**src/hw/rtl/tps_pkg.sv**
```systemverilog
// Shared types and constants of the thin plate spline evaluator.
`timescale 1ns / 1ps

package tps_pkg;

  // Coordinate, weight and coefficient width (signed Q16.16).
  localparam int unsigned COORD_W = 32;
  // Height result width (signed Q32.16).
  localparam int unsigned HEIGHT_W = 48;
  // Width of one signed, clamped spline term in Q.16.
  localparam int unsigned TERM_W = 58;
  // Number of register stages in the term unit.
  localparam int unsigned PIPE_DEPTH = 11;
  // Width of the drain counter; it must hold PIPE_DEPTH - 1.
  localparam int unsigned DRAIN_W = 4;
  // Width of the configuration register index.
  localparam int unsigned CFG_IDX_W = 2;

  // Configuration register indexes.
  localparam logic [CFG_IDX_W-1:0] REG_ACTIVE = 2'd0;
  localparam logic [CFG_IDX_W-1:0] REG_AFF_C  = 2'd1;
  localparam logic [CFG_IDX_W-1:0] REG_AFF_X  = 2'd2;
  localparam logic [CFG_IDX_W-1:0] REG_AFF_Z  = 2'd3;

  // Operation codes of an input item.
  localparam logic OP_LOAD = 1'b0;
  localparam logic OP_EVAL = 1'b1;

  // One control point as held in a cell.
  typedef struct packed {
    logic [COORD_W-1:0] x;
    logic [COORD_W-1:0] z;
    logic [COORD_W-1:0] w;
  } point_t;

  // One finished term leaving the term unit.
  typedef struct packed {
    logic                     vld;
    logic signed [TERM_W-1:0] value;
    logic                     sat;
  } term_t;

endpackage

```
**src/hw/rtl/tps_cell.sv**
```systemverilog
// One cell of the control point ring: holds a point, loads it or passes it on.
`timescale 1ns / 1ps

module tps_cell (
  input  logic            clk_i,
  input  logic            load_i,
  input  logic            shift_i,
  input  tps_pkg::point_t load_pt_i,
  input  tps_pkg::point_t next_pt_i,
  output tps_pkg::point_t pt_o
);

  tps_pkg::point_t pt_q, pt_d;

  // A load writes this cell; during an evaluation the ring turns by one.
  always_comb begin
    pt_d = pt_q;
    if (load_i) begin
      pt_d = load_pt_i;
    end else if (shift_i) begin
      pt_d = next_pt_i;
    end
  end

  always_ff @(posedge clk_i) begin
    pt_q <= pt_d;
  end

  assign pt_o = pt_q;

endmodule

```
**config.mk**
```make
export PLATFORM = sky130hd
export DESIGN_NAME = tps_cell
export DESIGN_NICKNAME = d
export VERILOG_FILES = /design/src/hw/rtl/tps_pkg.sv /design/src/hw/rtl/tps_cell.sv
export SDC_FILE = /design/constraint.sdc
export NUM_CORES = 1
export LEC_CHECK = 0
export ABC_AREA = 1
export BUFFER_PORTS_ARGS = -buffer_cell sky130_fd_sc_hd__buf_2
export CAP_MARGIN = 0
export CORE_AREA = 2 2 114 116
export CTS_CLUSTER_DIAMETER = 60
export CTS_CLUSTER_SIZE = 30
export DETAILED_ROUTE_END_ITERATION = 8
export DIE_AREA = 0 0 116 118
export PLACE_DENSITY = 0.68
export SETUP_SLACK_MARGIN = 0.4
export SLEW_MARGIN = 20
export SYNTH_ARGS = -nofsm -noshare
export SYNTH_HDL_FRONTEND = slang
export SYNTH_SLANG_ARGS = --single-unit
```
**constraint.sdc**
```tcl
create_clock -name clk_i -period 4.5 [get_ports clk_i]
set_input_delay 0.225 -clock clk_i [delete_from_list [all_inputs] [get_ports clk_i]]
set_output_delay 0.225 -clock clk_i [all_outputs]
set_load 0.03 [all_outputs]
```
==> results.md <==
* Status: complete, no violations
* HPWL Detailed at 8620 microns
* Initial Util at 33.2%
* Crit path launch type: primary input
* ANT nets after route at 0
* Slew @ Worst Pin at 0.892 ns
* Number of DRC markers in iteration 0 at 122
* Most frequent cell after synthesis: nand2_1
* Switching pwr at 0.679 mW
* Gr busiest metal: met2
* N_diodes at 0
* Largest net degree at the start of global routing at 97
* FF/Latch Area at 0.00288 sq mm
* Post-cts resize count at 0
* Drt pass-1 iters at 4
* Port Buffers at 290
* Max-slew violation count at 0
* WS Path Type: in -> reg
* Via density at 4.30
* Top delay family on crit path: buffers and inverters
* Final Instance Count excl. Fillers at 866
* Number of flip-flops in the largest register at 96
* Cell Int Power at 1.74 mW
* Mapped Area at 0.00412 sq mm
* Relative slew slack at 40.5%
* Fillcell total at 1213
* Switching share of power at 28.1%
* Crit path from: load_i
* Flop pwr share at 46.5%
* Hold path startpoint: next_pt_i[39]
* Hold depth at 3
* Top_reg_cell synth: edfxtp_1
* CTS tree: done
* Clock power frac at 32.8%
* Vias in the first global route at 3556
* Syn. warnings at 0
* Max_cap viols at 0
* VDD IR max at 173 uV
* Die width at 116 microns
* CP max FO at 49
* Critical path arrival at 1.87 ns
* Fmax at 524 MHz
* Synthesized Nets at 602
* Final hold vios at 0
* Drt total wl at 11300 microns
* Met1 Track Usage GR at 16.6%
* Initial antenna violation count at 0
* Setup violators final at 0
* Fin crit share at 42.4%
* Clock root buffer: clkbuf_16
* Clk sinks at 96
* Hold worst-path end: pt_o[39]
* FFs w/ async S/R, synth at 0%
* CP peak stage delay at 0.62 ns
* Hold buffers post-CTS at 0
* Post-CTS setup buffers at 0
* Dpl cells at 850
* WP data required at 4.46 ns
* DR WL/cell at 13.0 microns
* Most used cell, CP: buf_4
* Top post-synthesis cells by area: edfxtp_1 70%, nand2_1 26%, buf_2 1.7%
* Synthesized area per cell at 10.1 sq um
* H-tree depth at 3
* Post-synthesis instance total at 407
* Tmin final at 1.91 ns
* RSZ-0062 raised after global routing: no
* Comb power frac at 20.7%
* Top cells by count, synth: 288 x nand2_1, 96 x edfxtp_1, 14 x buf_2, 6 x buf_6
* Share of post-route cells with drive strength above 1 at 44.2%
* Bufs and invs on worst path at 2
* Global-route wire length before repair at 16700 microns
* DRC violations left at 0
* Number of synthesized flops with an enable pin at 96
* Hold Crit Class: in -> reg
* CP Cell Sequence: buf_4, or2_4, buf_4
* TritonCTS Buffers at 9
* Multi-input gate area at 0.00109 sq mm
* GRT Residual Overflow at 0
* Clock-pin slew on the worst setup and hold paths at 0.06 ns
* Final nets at 884
* Synth unique cells at 7
* Post-synthesis sequential area ratio at 69.9%
* Synth top area share at 69.9%
* Grt met3 use at 5.30%
* Routability congestion estimate at 0.793
* Yosys reg bits at 96
* Die Ht at 118 microns
* Row count at 41
* I/O Pins at 291
* Vias at 3728
* Post-synth top area cell: edfxtp_1
* Area grow syn2layout at 45.0%
* Leak at 3.15 nW
* GRT Total Usage at 15.7%
* Met2 usage at 28.8%
* Slowest CP cell: or2_4
* DIE AREA at 0.0137 sq mm
* Final total power at 2.42 mW
* Final setup TNS at 0 ns
* Core ar. at 0.0124 sq mm
* Power density over the cells at 404 mW/mm^2
* Crit end category: flop
* Clock Tree Buf Depth at 2
## power by group through the flow
stage / clock [mW] / sequential, mW / combinational (mW)
finish: 0.792 / 1.12 / 0.501
global route: 0.848 / 1.13 / 0.537
CTS: 0.817 / 1.13 / 0.506
detailed placement: 0 / 1.14 / 0.505
global placement: 0 / 1.14 / 0.498
floorplan: 0 / 1.35 / 0.0982
## cells in the final DEF (no fill, tap or decap)
| master | count |
|---|---|
| clkbuf_1 | 1 |
| nand2_1 | 288 |
| inv_4 | 1 |
| clkbuf_16 | 9 |
| or2_4 | 1 |
| clkinvlp_4 | 1 |
| edfxtp_1 | 96 |
| clkinv_1 | 2 |
| buf_4 | 3 |
| clkinv_4 | 1 |
| bufinv_16 | 2 |
| buf_2 | 289 |
## final cells by class
class	instances	area share, %
Sequential cell	96	48.2
Tap cell	172	3.60
Multi-Input combinational cell	289	18.2
Timing Repair Buffer	292	24.6
Inverter	1	0.105
Clock inverter	6	1.40
Clock buffer	10	3.83
## routing by layer
layer	vias to the layer above	share of wire [%]	routed length, microns
li1	1863	-	-
met1	1680	38	4270
met2	176	51	5770
met3	9	9.5	1070
met4	0	1.3	142
met5	-	0	0
## worst max path at each step
stage / end / depth (start not counted)
6_report: pt_o[11] / 3
5_1_grt: pt_o[9] / 3
3_3_place_gp: pt_o[18] / 3
3_5_place_dp: pt_o[20] / 3
4_1_cts: pt_o[93] / 3
2_1_floorplan: pt_o[0] / 3
## cells by family after synthesis
logic type / Yosys count / synth area share (%)
flops: 96 / 69.9
buf+inv: 22 / 3.67
simple gates: 289 / 26.4
## metrics by stage
| step | hold slack, ns | instance area (sq um) | util (%) | worst slack (ns) |
|---|---|---|---|---|
| after floorplan | 0.404 | 4120 | - | 2.40 |
| after global routing | 0.149 | 5980 | 48.1 | 2.45 |
| after global placement | 0.490 | 5660 | 45.6 | 2.29 |
| final | 0.161 | 5980 | 48.1 | 2.59 |
| after detailed placement | 0.494 | 5660 | 45.6 | 2.21 |
| after CTS | 0.143 | 5980 | 48.1 | 2.58 |
Note: power is estimated with default switching activity, not from simulation.
